`src/hdl/tdkd_pkg.sv`:
```
// Shared types, constants and register codes for the tick divider and key debouncer.
`timescale 1ns / 1ps
`default_nettype none

package tdkd_pkg;

    // Default sizes handed to the top-level parameters
    localparam int DEF_NUM_KEYS   = 5;
    localparam int DEF_TICK_WIDTH = 16;
    localparam int DEF_HOLD_WIDTH = 8;

    // Configuration port
    localparam int CFG_WIDTH       = 16;
    localparam int CFG_INDEX_WIDTH = 2;
    localparam int PERIOD_WIDTH    = 16;
    localparam int LIMIT_WIDTH     = 8;

    localparam logic [CFG_INDEX_WIDTH-1:0] REG_TICKS_PER_WRAP    = 2'd0;
    localparam logic [CFG_INDEX_WIDTH-1:0] REG_TICKS_FAST_PERIOD = 2'd1;
    localparam logic [CFG_INDEX_WIDTH-1:0] REG_TICKS_SLOW_PERIOD = 2'd2;
    localparam logic [CFG_INDEX_WIDTH-1:0] REG_DEBOUNCE_LIMIT    = 2'd3;

    localparam logic [PERIOD_WIDTH-1:0] RST_TICKS_PER_WRAP    = 16'd20000;
    localparam logic [PERIOD_WIDTH-1:0] RST_TICKS_FAST_PERIOD = 16'd200;
    localparam logic [PERIOD_WIDTH-1:0] RST_TICKS_SLOW_PERIOD = 16'd2000;
    localparam logic [LIMIT_WIDTH-1:0]  RST_DEBOUNCE_LIMIT    = 8'd5;

    // Slow-pulse dividers
    localparam int HALF_SECOND_DIV  = 5;
    localparam int SECOND_DIV       = 10;
    localparam int HALF_CNT_WIDTH   = $clog2(HALF_SECOND_DIV);
    localparam int SECOND_CNT_WIDTH = $clog2(SECOND_DIV);

    // Buttons sit above the switch in the key vector
    localparam int BUTTON_COUNT = 4;

    // Pulses produced for one transaction
    typedef struct packed {
        logic fast;
        logic slow;
        logic half_second;
        logic second;
    } pulse_t;

endpackage

`default_nettype wire

```
`src/hdl/tdkd_tick_divider.sv`:
```
// Fast/slow tick marks with wrap-corrected elapsed compare and slow-pulse dividers.
`timescale 1ns / 1ps
`default_nettype none

module tdkd_tick_divider #(
    parameter int TICK_WIDTH = tdkd_pkg::DEF_TICK_WIDTH
) (
    input  wire logic                             aclk,
    input  wire logic                             aresetn,
    input  wire logic                             step,
    input  wire logic [TICK_WIDTH-1:0]            tick,
    input  wire logic [tdkd_pkg::PERIOD_WIDTH-1:0] ticks_per_wrap,
    input  wire logic [tdkd_pkg::PERIOD_WIDTH-1:0] fast_period,
    input  wire logic [tdkd_pkg::PERIOD_WIDTH-1:0] slow_period,
    output tdkd_pkg::pulse_t                      pulses
);
    import tdkd_pkg::*;

    // Room for tick + modulus plus a borrow bit
    localparam int BASE_WIDTH = (TICK_WIDTH > PERIOD_WIDTH) ? TICK_WIDTH : PERIOD_WIDTH;
    localparam int EW         = BASE_WIDTH + 2;

    logic [TICK_WIDTH-1:0]       fast_mark_reg, fast_mark_next;
    logic [TICK_WIDTH-1:0]       slow_mark_reg, slow_mark_next;
    logic [HALF_CNT_WIDTH-1:0]   half_cnt_reg, half_cnt_next;
    logic [SECOND_CNT_WIDTH-1:0] sec_cnt_reg, sec_cnt_next;
    logic [HALF_CNT_WIDTH:0]     half_inc;
    logic [SECOND_CNT_WIDTH:0]   sec_inc;

    // Elapsed ticks since a mark exceed the period; a borrow reads as huge and fires
    function automatic logic past_period(input logic [TICK_WIDTH-1:0]   t,
                                         input logic [TICK_WIDTH-1:0]   m,
                                         input logic [PERIOD_WIDTH-1:0] wrap,
                                         input logic [PERIOD_WIDTH-1:0] period);
        logic [EW-1:0] d;
        if (t >= m) begin
            d = EW'(t) - EW'(m);
        end else begin
            d = EW'(t) + EW'(wrap) - EW'(m);
        end
        return d > EW'(period);
    endfunction

    // Pulse decisions for the current transaction
    always_comb begin
        pulses.fast = past_period(tick, fast_mark_reg, ticks_per_wrap, fast_period);
        pulses.slow = past_period(tick, slow_mark_reg, ticks_per_wrap, slow_period);

        half_inc = (HALF_CNT_WIDTH + 1)'(half_cnt_reg) + 1'b1;
        sec_inc  = (SECOND_CNT_WIDTH + 1)'(sec_cnt_reg) + 1'b1;

        pulses.half_second = pulses.slow && (half_inc >= (HALF_CNT_WIDTH + 1)'(HALF_SECOND_DIV));
        pulses.second      = pulses.slow && (sec_inc >= (SECOND_CNT_WIDTH + 1)'(SECOND_DIV));

        fast_mark_next = pulses.fast ? tick : fast_mark_reg;
        slow_mark_next = pulses.slow ? tick : slow_mark_reg;

        half_cnt_next = half_cnt_reg;
        sec_cnt_next  = sec_cnt_reg;
        if (pulses.slow) begin
            half_cnt_next = pulses.half_second ? '0 : half_inc[HALF_CNT_WIDTH-1:0];
            sec_cnt_next  = pulses.second ? '0 : sec_inc[SECOND_CNT_WIDTH-1:0];
        end
    end

    // State advances once per transaction
    always_ff @(posedge aclk) begin
        if (!aresetn) begin
            fast_mark_reg <= '0;
            slow_mark_reg <= '0;
            half_cnt_reg  <= '0;
            sec_cnt_reg   <= '0;
        end else if (step) begin
            fast_mark_reg <= fast_mark_next;
            slow_mark_reg <= slow_mark_next;
            half_cnt_reg  <= half_cnt_next;
            sec_cnt_reg   <= sec_cnt_next;
        end
    end

    // Dividers stay in range
    assert property (@(posedge aclk) disable iff (!aresetn)
        half_cnt_reg < HALF_CNT_WIDTH'(HALF_SECOND_DIV))
        else $error("half-second counter out of range");
    assert property (@(posedge aclk) disable iff (!aresetn)
        sec_cnt_reg < SECOND_CNT_WIDTH'(SECOND_DIV))
        else $error("second counter out of range");
    assert property (@(posedge aclk) disable iff (!aresetn)
        pulses.second |-> pulses.half_second)
        else $error("second pulse without half-second pulse");

endmodule

`default_nettype wire

```
`src/hdl/tdkd_key_debouncer.sv`:
```
// Per-key hold counters, press detection, level capture and button latch.
`timescale 1ns / 1ps
`default_nettype none

module tdkd_key_debouncer #(
    parameter int NUM_KEYS   = tdkd_pkg::DEF_NUM_KEYS,
    parameter int HOLD_WIDTH = tdkd_pkg::DEF_HOLD_WIDTH
) (
    input  wire logic                             aclk,
    input  wire logic                             aresetn,
    input  wire logic                             step,
    input  wire logic                             scan,
    input  wire logic [NUM_KEYS-1:0]              levels,
    input  wire logic [tdkd_pkg::LIMIT_WIDTH-1:0] limit,
    output logic      [NUM_KEYS-1:0]              events,
    output logic      [tdkd_pkg::BUTTON_COUNT-1:0] latch_next,
    output logic      [NUM_KEYS-1:0]              capture_next
);
    import tdkd_pkg::*;

    localparam int CW = (HOLD_WIDTH > LIMIT_WIDTH) ? HOLD_WIDTH : LIMIT_WIDTH;
    localparam logic [HOLD_WIDTH-1:0] HOLD_MAX = '1;
    localparam int EVW = NUM_KEYS + BUTTON_COUNT;

    logic [HOLD_WIDTH-1:0]   hold_reg [NUM_KEYS];
    logic [HOLD_WIDTH-1:0]   hold_next [NUM_KEYS];
    logic [NUM_KEYS-1:0]     capture_reg;
    logic [BUTTON_COUNT-1:0] latch_reg;
    logic [EVW-1:0]          events_wide;
    logic [HOLD_WIDTH-1:0]   hold_inc [NUM_KEYS];

    // Hold counters: count held scans, saturate past the limit, clear on release
    always_comb begin
        events = '0;
        for (int k = 0; k < NUM_KEYS; k++) begin
            hold_inc[k]  = hold_reg[k] + 1'b1;
            hold_next[k] = hold_reg[k];
            if (scan) begin
                if (levels[k]) begin
                    if ((CW'(hold_reg[k]) <= CW'(limit)) && (hold_reg[k] < HOLD_MAX)) begin
                        hold_next[k] = hold_inc[k];
                        events[k]    = (CW'(hold_inc[k]) == CW'(limit));
                    end
                end else begin
                    hold_next[k] = '0;
                end
            end
        end
    end

    // Buttons sit above the switch; keys beyond NUM_KEYS read as zero
    assign events_wide  = EVW'(events);
    assign latch_next   = scan ? events_wide[BUTTON_COUNT:1] : latch_reg;
    assign capture_next = scan ? levels : capture_reg;

    always_ff @(posedge aclk) begin
        if (!aresetn) begin
            for (int k = 0; k < NUM_KEYS; k++) begin
                hold_reg[k] <= '0;
            end
            capture_reg <= '0;
            latch_reg   <= '0;
        end else if (step) begin
            for (int k = 0; k < NUM_KEYS; k++) begin
                hold_reg[k] <= hold_next[k];
            end
            capture_reg <= capture_next;
            latch_reg   <= latch_next;
        end
    end

    // Press only on a scan of a held key
    assert property (@(posedge aclk) disable iff (!aresetn)
        (|events) |-> scan)
        else $error("press event outside a scan");
    assert property (@(posedge aclk) disable iff (!aresetn)
        (events & ~levels) == '0)
        else $error("press event on a released key");
    assert property (@(posedge aclk) disable iff (!aresetn)
        (limit == '0) |-> (events == '0))
        else $error("press event with zero debounce limit");

endmodule

`default_nettype wire

```
`src/hdl/tick_divider_key_debouncer.sv`:
```
// Top level: input register, tick divider, key debouncer and result register.
//
//  channel | ports                                   | handshake
//  --------+-----------------------------------------+------------------
//  input   | s_tick_count, s_key_levels              | s_valid / s_ready
//  result  | m_pulse_*, m_press_*, m_sampled_levels  | m_valid / m_ready
//  config  | cfg_addr, cfg_wdata                     | cfg_we, no wait
//
// One transaction per cycle sustained while m_ready stays high; m_valid rises once
// the transaction has passed from the input register into the result register.
// State is updated as a transaction moves from the input register to the result
// register, so transactions are processed strictly in order.
// A stalled result holds the result register; the input register still takes one
// more transaction, after which s_ready drops until the result is taken.
// Reset is synchronous and active low; it takes effect with no clearing pass.
`timescale 1ns / 1ps
`default_nettype none

module tick_divider_key_debouncer #(
    parameter int NUM_KEYS   = tdkd_pkg::DEF_NUM_KEYS,
    parameter int TICK_WIDTH = tdkd_pkg::DEF_TICK_WIDTH,
    parameter int HOLD_WIDTH = tdkd_pkg::DEF_HOLD_WIDTH
) (
    input  wire logic                                 aclk,
    input  wire logic                                 aresetn,
    // configuration
    input  wire logic                                 cfg_we,
    input  wire logic [tdkd_pkg::CFG_INDEX_WIDTH-1:0] cfg_addr,
    input  wire logic [tdkd_pkg::CFG_WIDTH-1:0]       cfg_wdata,
    // input channel
    input  wire logic                                 s_valid,
    output logic                                      s_ready,
    input  wire logic [TICK_WIDTH-1:0]                s_tick_count,
    input  wire logic [NUM_KEYS-1:0]                  s_key_levels,
    // result channel
    output logic                                      m_valid,
    input  wire logic                                 m_ready,
    output logic                                      m_pulse_fast,
    output logic                                      m_pulse_slow,
    output logic                                      m_pulse_half_second,
    output logic                                      m_pulse_second,
    output logic      [NUM_KEYS-1:0]                  m_press_events,
    output logic      [tdkd_pkg::BUTTON_COUNT-1:0]    m_press_latched,
    output logic      [NUM_KEYS-1:0]                  m_sampled_levels
);
    import tdkd_pkg::*;

    logic [PERIOD_WIDTH-1:0] ticks_per_wrap_reg;
    logic [PERIOD_WIDTH-1:0] fast_period_reg;
    logic [PERIOD_WIDTH-1:0] slow_period_reg;
    logic [LIMIT_WIDTH-1:0]  debounce_limit_reg;

    logic                    in_valid_reg;
    logic [TICK_WIDTH-1:0]   tick_reg;
    logic [NUM_KEYS-1:0]     levels_reg;

    logic                    out_valid_reg;
    pulse_t                  pulses_reg;
    logic [NUM_KEYS-1:0]     events_reg;
    logic [BUTTON_COUNT-1:0] latched_reg;
    logic [NUM_KEYS-1:0]     sampled_reg;

    logic                    advance;
    pulse_t                  pulses;
    logic [NUM_KEYS-1:0]     events;
    logic [BUTTON_COUNT-1:0] latch_next;
    logic [NUM_KEYS-1:0]     capture_next;

    // Handshake: move a transaction forward when the result slot frees up
    assign advance = in_valid_reg && (!out_valid_reg || m_ready);
    assign s_ready = !in_valid_reg || advance;

    // Configuration registers
    always_ff @(posedge aclk) begin
        if (!aresetn) begin
            ticks_per_wrap_reg <= RST_TICKS_PER_WRAP;
            fast_period_reg    <= RST_TICKS_FAST_PERIOD;
            slow_period_reg    <= RST_TICKS_SLOW_PERIOD;
            debounce_limit_reg <= RST_DEBOUNCE_LIMIT;
        end else if (cfg_we) begin
            case (cfg_addr)
                REG_TICKS_PER_WRAP:    ticks_per_wrap_reg <= cfg_wdata[PERIOD_WIDTH-1:0];
                REG_TICKS_FAST_PERIOD: fast_period_reg    <= cfg_wdata[PERIOD_WIDTH-1:0];
                REG_TICKS_SLOW_PERIOD: slow_period_reg    <= cfg_wdata[PERIOD_WIDTH-1:0];
                REG_DEBOUNCE_LIMIT:    debounce_limit_reg <= cfg_wdata[LIMIT_WIDTH-1:0];
                default: begin
                end
            endcase
        end
    end

    // Input register
    always_ff @(posedge aclk) begin
        if (!aresetn) begin
            in_valid_reg <= 1'b0;
        end else if (s_ready) begin
            in_valid_reg <= s_valid;
        end
    end

    // Payload is cleared on reset so the datapath never carries unknowns
    always_ff @(posedge aclk) begin
        if (!aresetn) begin
            tick_reg   <= '0;
            levels_reg <= '0;
        end else if (s_valid && s_ready) begin
            tick_reg   <= s_tick_count;
            levels_reg <= s_key_levels;
        end
    end

    tdkd_tick_divider #(
        .TICK_WIDTH (TICK_WIDTH)
    ) u_divider (
        .aclk           (aclk),
        .aresetn        (aresetn),
        .step           (advance),
        .tick           (tick_reg),
        .ticks_per_wrap (ticks_per_wrap_reg),
        .fast_period    (fast_period_reg),
        .slow_period    (slow_period_reg),
        .pulses         (pulses)
    );

    tdkd_key_debouncer #(
        .NUM_KEYS   (NUM_KEYS),
        .HOLD_WIDTH (HOLD_WIDTH)
    ) u_debouncer (
        .aclk         (aclk),
        .aresetn      (aresetn),
        .step         (advance),
        .scan         (pulses.fast),
        .levels       (levels_reg),
        .limit        (debounce_limit_reg),
        .events       (events),
        .latch_next   (latch_next),
        .capture_next (capture_next)
    );

    // Result register
    always_ff @(posedge aclk) begin
        if (!aresetn) begin
            out_valid_reg <= 1'b0;
        end else if (advance) begin
            out_valid_reg <= 1'b1;
        end else if (m_ready) begin
            out_valid_reg <= 1'b0;
        end
    end

    always_ff @(posedge aclk) begin
        if (advance) begin
            pulses_reg  <= pulses;
            events_reg  <= events;
            latched_reg <= latch_next;
            sampled_reg <= capture_next;
        end
    end

    assign m_valid             = out_valid_reg;
    assign m_pulse_fast        = pulses_reg.fast;
    assign m_pulse_slow        = pulses_reg.slow;
    assign m_pulse_half_second = pulses_reg.half_second;
    assign m_pulse_second      = pulses_reg.second;
    assign m_press_events      = events_reg;
    assign m_press_latched     = latched_reg;
    assign m_sampled_levels    = sampled_reg;

    // Result consistency and flow
    assert property (@(posedge aclk) disable iff (!aresetn)
        !out_valid_reg |-> s_ready)
        else $error("input stalled with empty result register");
    assert property (@(posedge aclk) disable iff (!aresetn)
        (m_valid && m_pulse_half_second) |-> m_pulse_slow)
        else $error("half-second pulse without slow pulse");
    assert property (@(posedge aclk) disable iff (!aresetn)
        (m_valid && (m_press_events != '0)) |-> m_pulse_fast)
        else $error("press event without a scan");
    assert property (@(posedge aclk) disable iff (!aresetn)
        (m_valid && !m_ready && in_valid_reg) |=> in_valid_reg)
        else $error("input register overwritten while result stalled");

endmodule

`default_nettype wire
```
`config.mk`:
```
export PLATFORM = sky130hd
export DESIGN_NAME = tick_divider_key_debouncer
export DESIGN_NICKNAME = d
export VERILOG_FILES = /design/src/hdl/tdkd_pkg.sv /design/src/hdl/tdkd_tick_divider.sv /design/src/hdl/tdkd_key_debouncer.sv /design/src/hdl/tick_divider_key_debouncer.sv
export SDC_FILE = /design/constraint.sdc
export NUM_CORES = 1
export LEC_CHECK = 0
export BUFFER_PORTS_ARGS = -buffer_cell sky130_fd_sc_hd__buf_2
export CAP_MARGIN = 20
export CELL_PAD_IN_SITES_DETAIL_PLACEMENT = 0
export CELL_PAD_IN_SITES_GLOBAL_PLACEMENT = 2
export CORE_MARGIN = 1.5
export CORE_UTILIZATION = 39
export CTS_BUF_LIST = sky130_fd_sc_hd__clkbuf_16
export DETAILED_ROUTE_END_ITERATION = 10
export PLACE_DENSITY = 0.87
export REMOVE_ABC_BUFFERS = 1
export SYNTH_ARGS = -nofsm -noshare
export SYNTH_HDL_FRONTEND = slang
export SYNTH_SLANG_ARGS = --single-unit
export TNS_END_PERCENT = 50
```
`constraint.sdc`:
```
create_clock -name aclk -period 7.05 [get_ports aclk]
set_clock_uncertainty 0.05 [all_clocks]
set_input_delay 1.41 -clock aclk [delete_from_list [all_inputs] [get_ports aclk]]
set_output_delay 1.41 -clock aclk [all_outputs]
set_load 0.01 [all_outputs]
```
==> impl_results.md, run 1 <==
- Crit-path slowest cell: a2111oi_1
- Core Box Area: between 0.03 and 0.04 sq mm
- Drt pass-1 iters: 5
- Distinct cells, synth: 71
- Vias in the first global route: about 11,000
- MaxCap Viol Count: 0
- CTS Buffer Depth: 2
- Layout Cells excl Fill: about 2,100
- Most common cell after layout, fill and taps aside: nand2_1
- Placed inst area: around 0.014 sq mm
- Multi-input gate area: between 0.008 and 0.009 sq mm
- WHS: about 0.41 ns
- Initial antenna violation count: 0
- Total gr overflow: 0
- Total power: about 3.6 mW
- First-pass GRT wire length: just under 60,000 um
- Starting DRT DRC Count: between 600 and 700
- Vias: around 11,000
- DR WL met3: 1290 um
- Die Wd: between 150 and 200 um
- CTS Sinks: between 150 and 200
- Syn avg cell area: around 8.5 sq um
- Row count: just under 70
- CTS root buf: clkbuf_16
- Worst-path fanout max: 20
- Cells after synthesis: between 1,500 and 2,000
- Min cycle time layout: 6.60 ns
- Critical Path Sink Type: register
- Number of synthesized flops with an enable pin: 58
- Peak supply drop: about 0.00019 V
- Status: complete, no violations
- Dpl hpwl: between 20,000 and 30,000 um
- Fmax: ~150 MHz
- Max FFs per register: 40
- Setup WS pre-CTS: ~0.27 ns
- HP Class: reg2reg
- CP max stage delay: 0.57 ns
- Top Ports: 64
- Final WL: 37,100 um
- Final WS setup: about 0.45 ns
- Top layer in use: met4
- Die H: between 150 and 200 um
- TritonCTS Buffers: 17
- Post-CTS setup buffer count: 0
- Critical Path AT: 6.93 ns
- IO buf count: between 60 and 70
- WL per Instance: around 17 um
- Htree depth: 4
- Share of layout cells above drive strength 1: under 10%
- FFs w/ async S/R, synth: 0%
- Starting Density: between 30 and 40%
- Area Growth Syn to Fin: 10.5%
- Hold Fails Final Rpt: 0
- Mapped Area: approximately 0.014 sq mm
- Final GP Congestion: ~0.88
- Post-synthesis sequential area ratio: 31.4%
- RSZ-0062 raised after global routing: false
- Fillers: 3,442
- Slew @ Worst Pin: between 1 and 1.5 ns
- Tcrit/Tclk final: between 90% and 100%
- Clk Latency, worst-skew pair: 0.47 ns
- WL met1: 17,800 um
- Cell area power density: about 240 mW/mm^2
- Total global routing track utilization: a little over a fifth
- Final Max Tran Viols: 0
- Commonest cells after routing, fill and taps aside: nand2_1 (253), ha_1 (162), dfxtp_1 (126), inv_1 (108), nor2_1 (90)
- Finished Cell Area: about 0.015 sq mm
- Worst setup SP type: register
- Die area: approximately 0.036 sq mm
- Cell total after placement: between 2,000 and 2,500
- Utilization after layout: 43.7%
- Final ANT Viol Nets: 0
- Vias/cell: roughly 5.3
- Largest net degree at the start of global routing: 77
- Worst EP required: around 7.4 ns
- Wire length on met2: 17,100 um
- DRC: 0
- Final setup fails: 0
- Final nets: 1,865
- Total negative slack: 0 ns
- #FFs+latches synth: 185
- CTS tree: yes
- Ys Warns: 0
- Clock transition at the registers of the reported paths: about 0.080 ns
- Relative slew margins: between 30% and 40%
- Reg area: 0.00429 sq mm
- WS Path Type: reg2reg
- Synth Flop Type: dfxtp_1
- Lkg Pwr: between 6 and 7 nW
==> worst max-delay path: cells and delay by family, from the launching register on <==
kind,cells,cell delay (ns)
and+or+nand+nor,7,1.03
muxes,2,0.51
AOI/OAI and AO/OA,10,2.42
buffers and inverters,3,0.49
DFF,1,0.37
xor gates and xnor gates,2,0.39
adders and majority gates,4,1.22
==> what timing repair did <==
action	in CTS	in global routing
hold buffers	0	0
resized for setup	0	7
setup endpoints to repair	0	96
==> per-layer routing <==
layer / vias to the layer above / global-route usage (%)
li1: 5769 / -
met5: - / 0
met2: 205 / 35.0
met4: 0 / 7.11
met3: 39 / 2.80
met1: 5187 / 28.1
==> logic make-up after synthesis <==
group / Yosys count / synth area share, %
AO/OA/AOI/OAI: 380 / 19.0
XOR/XNOR: 128 / 8.23
buffers and inverters: 161 / 4.56
AND/OR/NAND/NOR: 561 / 19.0
flip-flops: 185 / 31.4
multiplexers: 29 / 2.19
adder cells (fa/ha/maj): 167 / 15.6
==> cells in the mapped netlist, types with 4 or more instances <==
master / count / area, sq um
nand2_1: 253 / 950
ha_1: 162 / 2030
dfxtp_1: 127 / 2540
inv_1: 108 / 405
nor2_1: 90 / 338
a21oi_1: 87 / 435
xnor2_1: 82 / 718
nand3_1: 76 / 380
o21ai_0: 67 / 335
a21boi_0: 64 / 480
edfxtp_1: 58 / 1740
xor2_1: 46 / 403
clkbuf_1: 42 / 158
a21o_1: 41 / 308
nor2b_1: 23 / 144
mux2i_1: 22 / 220
nand2b_1: 21 / 131
nand4_1: 20 / 125
o211ai_1: 18 / 135
o21a_1: 17 / 128
and3_1: 16 / 100
nor3_1: 16 / 80.1
o21bai_1: 14 / 105
and2_1: 12 / 75.1
a211oi_1: 9 / 67.6
o31a_1: 9 / 78.8
a31o_2: 7 / 61.3
mux2_2: 7 / 78.8
o2111ai_1: 6 / 52.6
buf_2: 5 / 25.0
fa_1: 5 / 100
nand3b_1: 5 / 37.5
a31oi_1: 4 / 25.0
and4_1: 4 / 35.0
nor4_1: 4 / 25.0
or2_2: 4 / 25.0
or3_1: 4 / 25.0
==> final cells by class <==
type                       count  share of cell area (%)
multi-input combinational   1265                    58.2
sequential                   185                    28.5
tap                          455                    3.78
clock buffer                  18                    2.99
timing repair buffer          75                    2.82
inverter                     110                    2.74
clock inverter                14                   0.997
antenna                        2                  0.0332
==> where the power goes <==
group / internal (mW) / switching (mW)
Combinational: 0.566 / 0.791
Sequential: 1.18 / 0.0701
Clock: 0.495 / 0.497
==> worst paths after layout <==
kind | from | to | slack (ns) | cells past startpoint
setup reg to reg | tick_reg[0]$_SDFFE_PN0P_ | u_divider.slow_mark_reg[4]$_SDFFE_PN0P_ | 0.45 | 28
setup / recovery | tick_reg[0]$_SDFFE_PN0P_ | u_divider.slow_mark_reg[4]$_SDFFE_PN0P_ | 0.45 | 28
hold / removal | u_debouncer.latch_reg[1]$_SDFFE_PN0P_ | u_debouncer.latch_reg[1]$_SDFFE_PN0P_ | 0.41 | 2
hold reg to reg | u_debouncer.latch_reg[1]$_SDFFE_PN0P_ | u_debouncer.latch_reg[1]$_SDFFE_PN0P_ | 0.41 | 2
Note: power is estimated with default switching activity, not from simulation.
==> run 2: changes to the inputs <==
--- a/config.mk
+++ b/config.mk
@@ -13,6 +13,7 @@
 export CORE_UTILIZATION = 39
 export CTS_BUF_LIST = sky130_fd_sc_hd__clkbuf_16
 export DETAILED_ROUTE_END_ITERATION = 10
+export GPL_TIMING_DRIVEN = 0
 export PLACE_DENSITY = 0.87
 export REMOVE_ABC_BUFFERS = 1
 export SYNTH_ARGS = -nofsm -noshare
==> run 2 against run 1 <==
Compared with the run above:
- clock-buffer cell count unchanged
- routed wire length decreased by 0.56%
- sequential share of layout area shrank 0.32 points
- cell count unchanged
- register-to-register slack worse by 0.13 ns
- critical path type unchanged
- largest power group unchanged
==> impl_results.md, run 2 (synthesis results as in run 1) <==
- Die Wd: roughly 190 um
- Row count: a little under 70
- Final Max Tran Viols: 0
- Worst setup SP type: register
- Cell Int Power: approximately 2.3 mW
- Crit-path slowest cell: dfxtp_2
- Initial antenna violation count: 0
- Status: complete, no violations
- Top Ports: 64
- Final WS setup: approximately 0.32 ns
- Starting DRT DRC Count: between 500 and 600
- Worst hold path depth: 2
- Peak supply drop: roughly 0.00016 V
- FF-to-FF End: u_debouncer.hold_reg[0][39]$_SDFFCE_PN0P_
- Wire length on met2: around 18,000 um
- Critical Path Sink Type: register
- Area Growth Syn to Fin: 11.7%
- Htree depth: 4
- Vias in the first global route: ~11,000
- Core Box Area: between 0.03 and 0.04 sq mm
- Total gr overflow: 0
- Share of layout cells above drive strength 1: 9.06%
- Reg-to-Reg Start: tick_reg[1]$_SDFFE_PN0P_
- Final ANT Viol Nets: 0
- Cell area power density: around 240 mW/mm^2
- CTS root buf: clkbuf_16
- Final nets: 1,865
- TritonCTS Buffers: 17
- Switching share of power: 38.2%
- Critical Path AT: ~6.8 ns
- Worst EP required: between 7 and 8 ns
- Die area: approximately 0.036 sq mm
- Worst Reg-to-Reg Cells: 28
- DRC: 0
- Max FFs per register: 40
- Sequential Power Share: between 30% and 40%
- Hold Fails Final Rpt: 0
- Multi-input gate area: 0.00887 sq mm
- DR WL met3: between 1000 and 1500 um
- WS Path Type: reg2reg
- NetSw: roughly 1.4 mW
- Vias/cell: 5.32
- Final WL: 36,900 um
- Total global routing track utilization: between 20% and 30%
- IO buf count: 63
- Gate power share: between 30% and 40%
- CP max stage delay: between 0.4 and 0.5 ns
- WHS: slightly above 0.4 ns
- HP Class: reg2reg
- Drt pass-1 iters: 4
- Tcrit/Tclk final: a little over nine tenths
- Relative slew margins: between 20% and 30%
- Top layer in use: met4
- Starting Density: 39.5%
- Largest net degree at the start of global routing: 97
- Dpl hpwl: ~28,000 um
- Vias: approximately 11,000
- Fmax: 149 MHz
- Slew @ Worst Pin: 1.07 ns
- Min cycle time layout: around 6.7 ns
- Final GP Congestion: ~0.90
- Die H: about 190 um
- Reg area: 0.00429 sq mm
- WL per Instance: around 17 um
- Fillers: between 3,000 and 4,000
- First-pass GRT wire length: 57,800 um
- CTS Sinks: between 150 and 200
- Clock transition at the registers of the reported paths: ~0.080 ns
- Total power: ~3.6 mW
- Most common cell after layout, fill and taps aside: nand2_1
- Setup WS pre-CTS: -0.483 ns
- Reg2reg setup slack: around 0.32 ns
- Commonest cells after routing, fill and taps aside: nand2_1 (253), ha_1 (162), dfxtp_1 (126), inv_1 (109), nor2_1 (88)
- CTS Buffer Depth: 2
- Final setup fails: 0
- Lkg Pwr: ~6.3 nW
- Worst setup path startpoint: tick_reg[1]$_SDFFE_PN0P_
- Clock share of power: between 20% and 30%
- CTS tree: yes
- Hold buffer count at CTS: 0
- Worst-path fanout max: 13
- Crit path to: u_debouncer.hold_reg[0][39]$_SDFFCE_PN0P_
- MaxCap Viol Count: 0
- WL met1: ~18,000 um
- Clk Latency, worst-skew pair: between 0.4 and 0.5 ns
==> run 2: cell count changes in the layout (fill, tap and decap cells not counted), moves of 2 or more <==
cell / previous run / this run
buf_16: 0 / 3
inv_8: 4 / 2
buf_12: 1 / 3
buf_4: 11 / 4
a21oi_4: 0 / 4
a21oi_1: 86 / 82
nor2_1: 90 / 88
nor2_2: 0 / 2
==> run 2: layout make-up <==
cell class | count | share of cell area, %
Antenna cell | 2 | 0.0329
Timing Repair Buffer | 74 | 3.32
Tap cell | 455 | 3.74
Sequential cell | 185 | 28.1
Inverter | 110 | 2.71
Clock buffer | 18 | 2.96
Multi-Input combinational cell | 1266 | 58.2
Clock inverter | 14 | 0.846
==> run 2: what timing repair did <==
item / CTS / global route
hold endpoints to repair: 0 / 0
cloned: 1 / 0
resized for setup: 16 / 6
pin swaps: 1 / 4
endpoints found under the setup margin: 99 / 103
setup buffers: 1 / 5
==> run 2: critical path, delay by kind of cell, from the launching register on <==
family          cells  cell delay, ns
compound gates     16            3.13
xor+xnor            2            0.24
fa+ha+maj           3            0.96
buf+inv             2            0.36
flops               1            0.45
simple gates        5            1.20
==> run 2: stage by stage <==
| stage | setup TNS (ns) | area (sq um) | utilization, % | cells |
|---|---|---|---|---|
| final | 0 | 15200 | 44.2 | 2124 |
| after global routing | -0.0344 | 15200 | 44.2 | 2122 |
| after CTS | 0 | 15100 | 43.9 | 2117 |
| after detailed placement | -30.48 | 14400 | 41.9 | 2083 |
| after global placement | -112.62 | 14300 | 41.5 | 2078 |
| after floorplan | 0 | 13400 | - | 1560 |
==> run 2: metal layers <==
metal,up-vias,track usage (%)
met2,185,35.8
met5,-,0
li1,5765,-
met4,0,6.56
met3,42,2.23
met1,5303,27.0
==> run 2: worst min-delay path by stage <==
stage	from	endpoint
final	u_debouncer.latch_reg[1]$_SDFFE_PN0P_	u_debouncer.latch_reg[1]$_SDFFE_PN0P_
after global placement	u_debouncer.latch_reg[1]$_SDFFE_PN0P_	u_debouncer.latch_reg[1]$_SDFFE_PN0P_
after detailed placement	u_debouncer.latch_reg[1]$_SDFFE_PN0P_	u_debouncer.latch_reg[1]$_SDFFE_PN0P_
after floorplan	u_debouncer.latch_reg[0]$_SDFFE_PN0P_	u_debouncer.latch_reg[0]$_SDFFE_PN0P_
after global routing	u_divider.slow_mark_reg[12]$_SDFFE_PN0P_	u_divider.slow_mark_reg[12]$_SDFFE_PN0P_
after CTS	u_debouncer.latch_reg[1]$_SDFFE_PN0P_	u_debouncer.latch_reg[1]$_SDFFE_PN0P_
==> run 2: power groups by stage <==
stage                     logic, mW  registers (mW)  clock network [mW]
final                          1.42            1.24               0.984
after floorplan               0.982            1.25                   0
after CTS                      1.40            1.24                1.01
after global routing           1.58            1.25                1.05
after global placement         1.32            1.27                   0
after detailed placement       1.35            1.27                   0
==> run 3: changes to the inputs <==
--- a/config.mk
+++ b/config.mk
@@ -14,7 +14,7 @@
 export CTS_BUF_LIST = sky130_fd_sc_hd__clkbuf_16
 export DETAILED_ROUTE_END_ITERATION = 10
 export GPL_TIMING_DRIVEN = 0
-export PLACE_DENSITY = 0.87
+export PLACE_DENSITY = 0.84
 export REMOVE_ABC_BUFFERS = 1
 export SYNTH_ARGS = -nofsm -noshare
 export SYNTH_HDL_FRONTEND = slang
==> run 3 against run 2 <==
Compared with the run above:
- global-route usage up 0.26 points
- combinational power about the same
- maximum frequency grew 0.62%
==> impl_results.md, run 3 (synthesis results as in run 1) <==
- Status: complete, no violations
- Starting DRT DRC Count: 647
- First-pass GRT wire length: around 60,000 um
- Relative slew margins: a little under a quarter
- Total global routing track utilization: a little over a fifth
- Starting Density: 39.5%
- CTS tree: yes
- Slew @ Worst Pin: about 1.1 ns
- Fmax: 150 MHz
- Final ANT Viol Nets: 0
- Clock transition at the registers of the reported paths: 0.07 ns
- Lkg Pwr: between 6 and 7 nW
- Largest net degree at the start of global routing: about 110
- CP Buf/Inv Count: 2
- Crit path depth: 28
- Worst-path fanout max: 8
- DRC: 0
- Die Wd: between 150 and 200 um
- Top Family by Delay on Critical Path: compound AO/OA/AOI/OAI gates
- Htree depth: 4
- Placed inst area: approximately 0.014 sq mm
- Vias/cell: approximately 5.3
- Total power: 3.63 mW
- Dpl hpwl: ~29,000 um
- Clk Latency, worst-skew pair: ~0.46 ns
- Core Box Area: 0.0345 sq mm
- Critical Path Sink Type: register
- Hold Fails Final Rpt: 0
- WL per Instance: 17.5 um
- Final nets: between 1,500 and 2,000
- Total negative slack: 0 ns
- Row count: 68
- Reg-to-Reg Start: tick_reg[1]$_SDFFE_PN0P_
- Peak supply drop: ~0.00020 V
- Area Growth Syn to Fin: 11.8%
- Critical Path AT: 6.84 ns
- Finished Cell Area: 0.0152 sq mm
- Most common cell after layout, fill and taps aside: nand2_1
- MaxCap Viol Count: 0
- Initial antenna violation count: 1
- Worst EP required: between 7 and 8 ns
- CTS Buffer Depth: 2
- Fillers: around 3,500
- Tcrit/Tclk final: a little over nine tenths
- Final WL: 37,200 um
- Worst Reg-to-Reg Cells: 28
- Commonest cells after routing, fill and taps aside: nand2_1 (253), ha_1 (162), dfxtp_1 (126), inv_1 (109), nor2_1 (89)
- Vias: about 11,000
- Top Ports: between 60 and 70
- Drt pass-1 iters: 5
- Worst hold path depth: 2
- Min cycle time layout: approximately 6.7 ns
- Multi-input gate area: slightly below 0.009 sq mm
- Final GP Congestion: around 0.9
- CTS Sinks: about 190
- Die H: about 190 um
- Final WS setup: approximately 0.36 ns
- Worst setup SP type: register
- TritonCTS Buffers: 17
- HP Class: reg2reg
- Final Max Tran Viols: 0
- Crit-path slowest cell: nor2_1
- Die area: about 0.036 sq mm
- Worst setup path startpoint: tick_reg[1]$_SDFFE_PN0P_
- CP max stage delay: 0.48 ns
- Share of layout cells above drive strength 1: 9.22%
- CTS root buf: clkbuf_16
- Final setup fails: 0
- Max FFs per register: 40
- Worst Hold Launch: u_debouncer.latch_reg[1]$_SDFFE_PN0P_
- IO buf count: 63
- Cell area power density: around 240 mW/mm^2
- WS Path Type: reg2reg
- Total gr overflow: 0
- Setup WS pre-CTS: -0.765 ns
- Reg area: about 0.0043 sq mm
- Vias in the first global route: approximately 11,000
run 3: worst paths after layout:
check / endpoint / slack (ns)
hold reg to reg: u_debouncer.latch_reg[1]$_SDFFE_PN0P_ / 0.41
setup reg to reg: m_sampled_levels[0]$_DFFE_PP_ / 0.36
setup / recovery: m_sampled_levels[0]$_DFFE_PP_ / 0.36
hold / removal: u_debouncer.latch_reg[1]$_SDFFE_PN0P_ / 0.41
run 3: stage by stage:
step / utilization (%) / std cells / hold slack [ns]
3_5_place_dp: 42.0 / 2084 / 0.396
5_1_grt: 44.2 / 2125 / 0.424
6_report: 44.2 / 2126 / 0.406
4_1_cts: 43.9 / 2118 / 0.407
3_3_place_gp: 41.5 / 2078 / 0.390
2_1_floorplan: - / 1560 / 0.381
run 3: layout make-up:
cell class / instances / area share (%)
diodes: 1 / 0.0164
clock buffers: 17 / 2.79
clock inverters: 15 / 0.747
inverters: 110 / 2.71
multi-input cells: 1267 / 58.3
flip-flops and latches: 185 / 28.1
well taps: 455 / 3.74
repair buffers: 76 / 3.54
run 3: what timing repair did:
| action | 4_1_cts | 5_1_grt |
|---|---|---|
| pin swaps | 1 | 9 |
| gates resized for setup | 15 | 10 |
| hold buffers | 0 | 0 |
| endpoints found under the hold margin | 0 | 0 |
| setup buffers | 1 | 5 |
| cloned | 1 | 1 |
| setup endpoints to repair | 100 | 88 |
run 3: power by group:
group / total [mW] / switching, mW / internal, mW
logic: 1.45 / 0.851 / 0.602
clock network: 0.930 / 0.471 / 0.459
registers: 1.24 / 0.0695 / 1.17
run 3: layer usage:
layer | global-route usage, % | up-vias | wire, um
li1 | - | 5764 | -
met1 | 27.6 | 5228 | 17600
met2 | 35.9 | 182 | 17300
met3 | 2.79 | 51 | 1330
met4 | 5.95 | 0 | 890
met5 | 0 | - | 0
run 3: worst reg2reg max path: cells and delay by family (launching register included):
family / cells / cell delay, ns
flip-flops: 1 / 0.39
adder cells (fa/ha/maj): 3 / 0.89
AO/OA/AOI/OAI: 14 / 2.79
buffers and inverters: 2 / 0.41
multiplexers: 1 / 0.35
AND/OR/NAND/NOR: 6 / 1.26
XOR/XNOR: 2 / 0.31
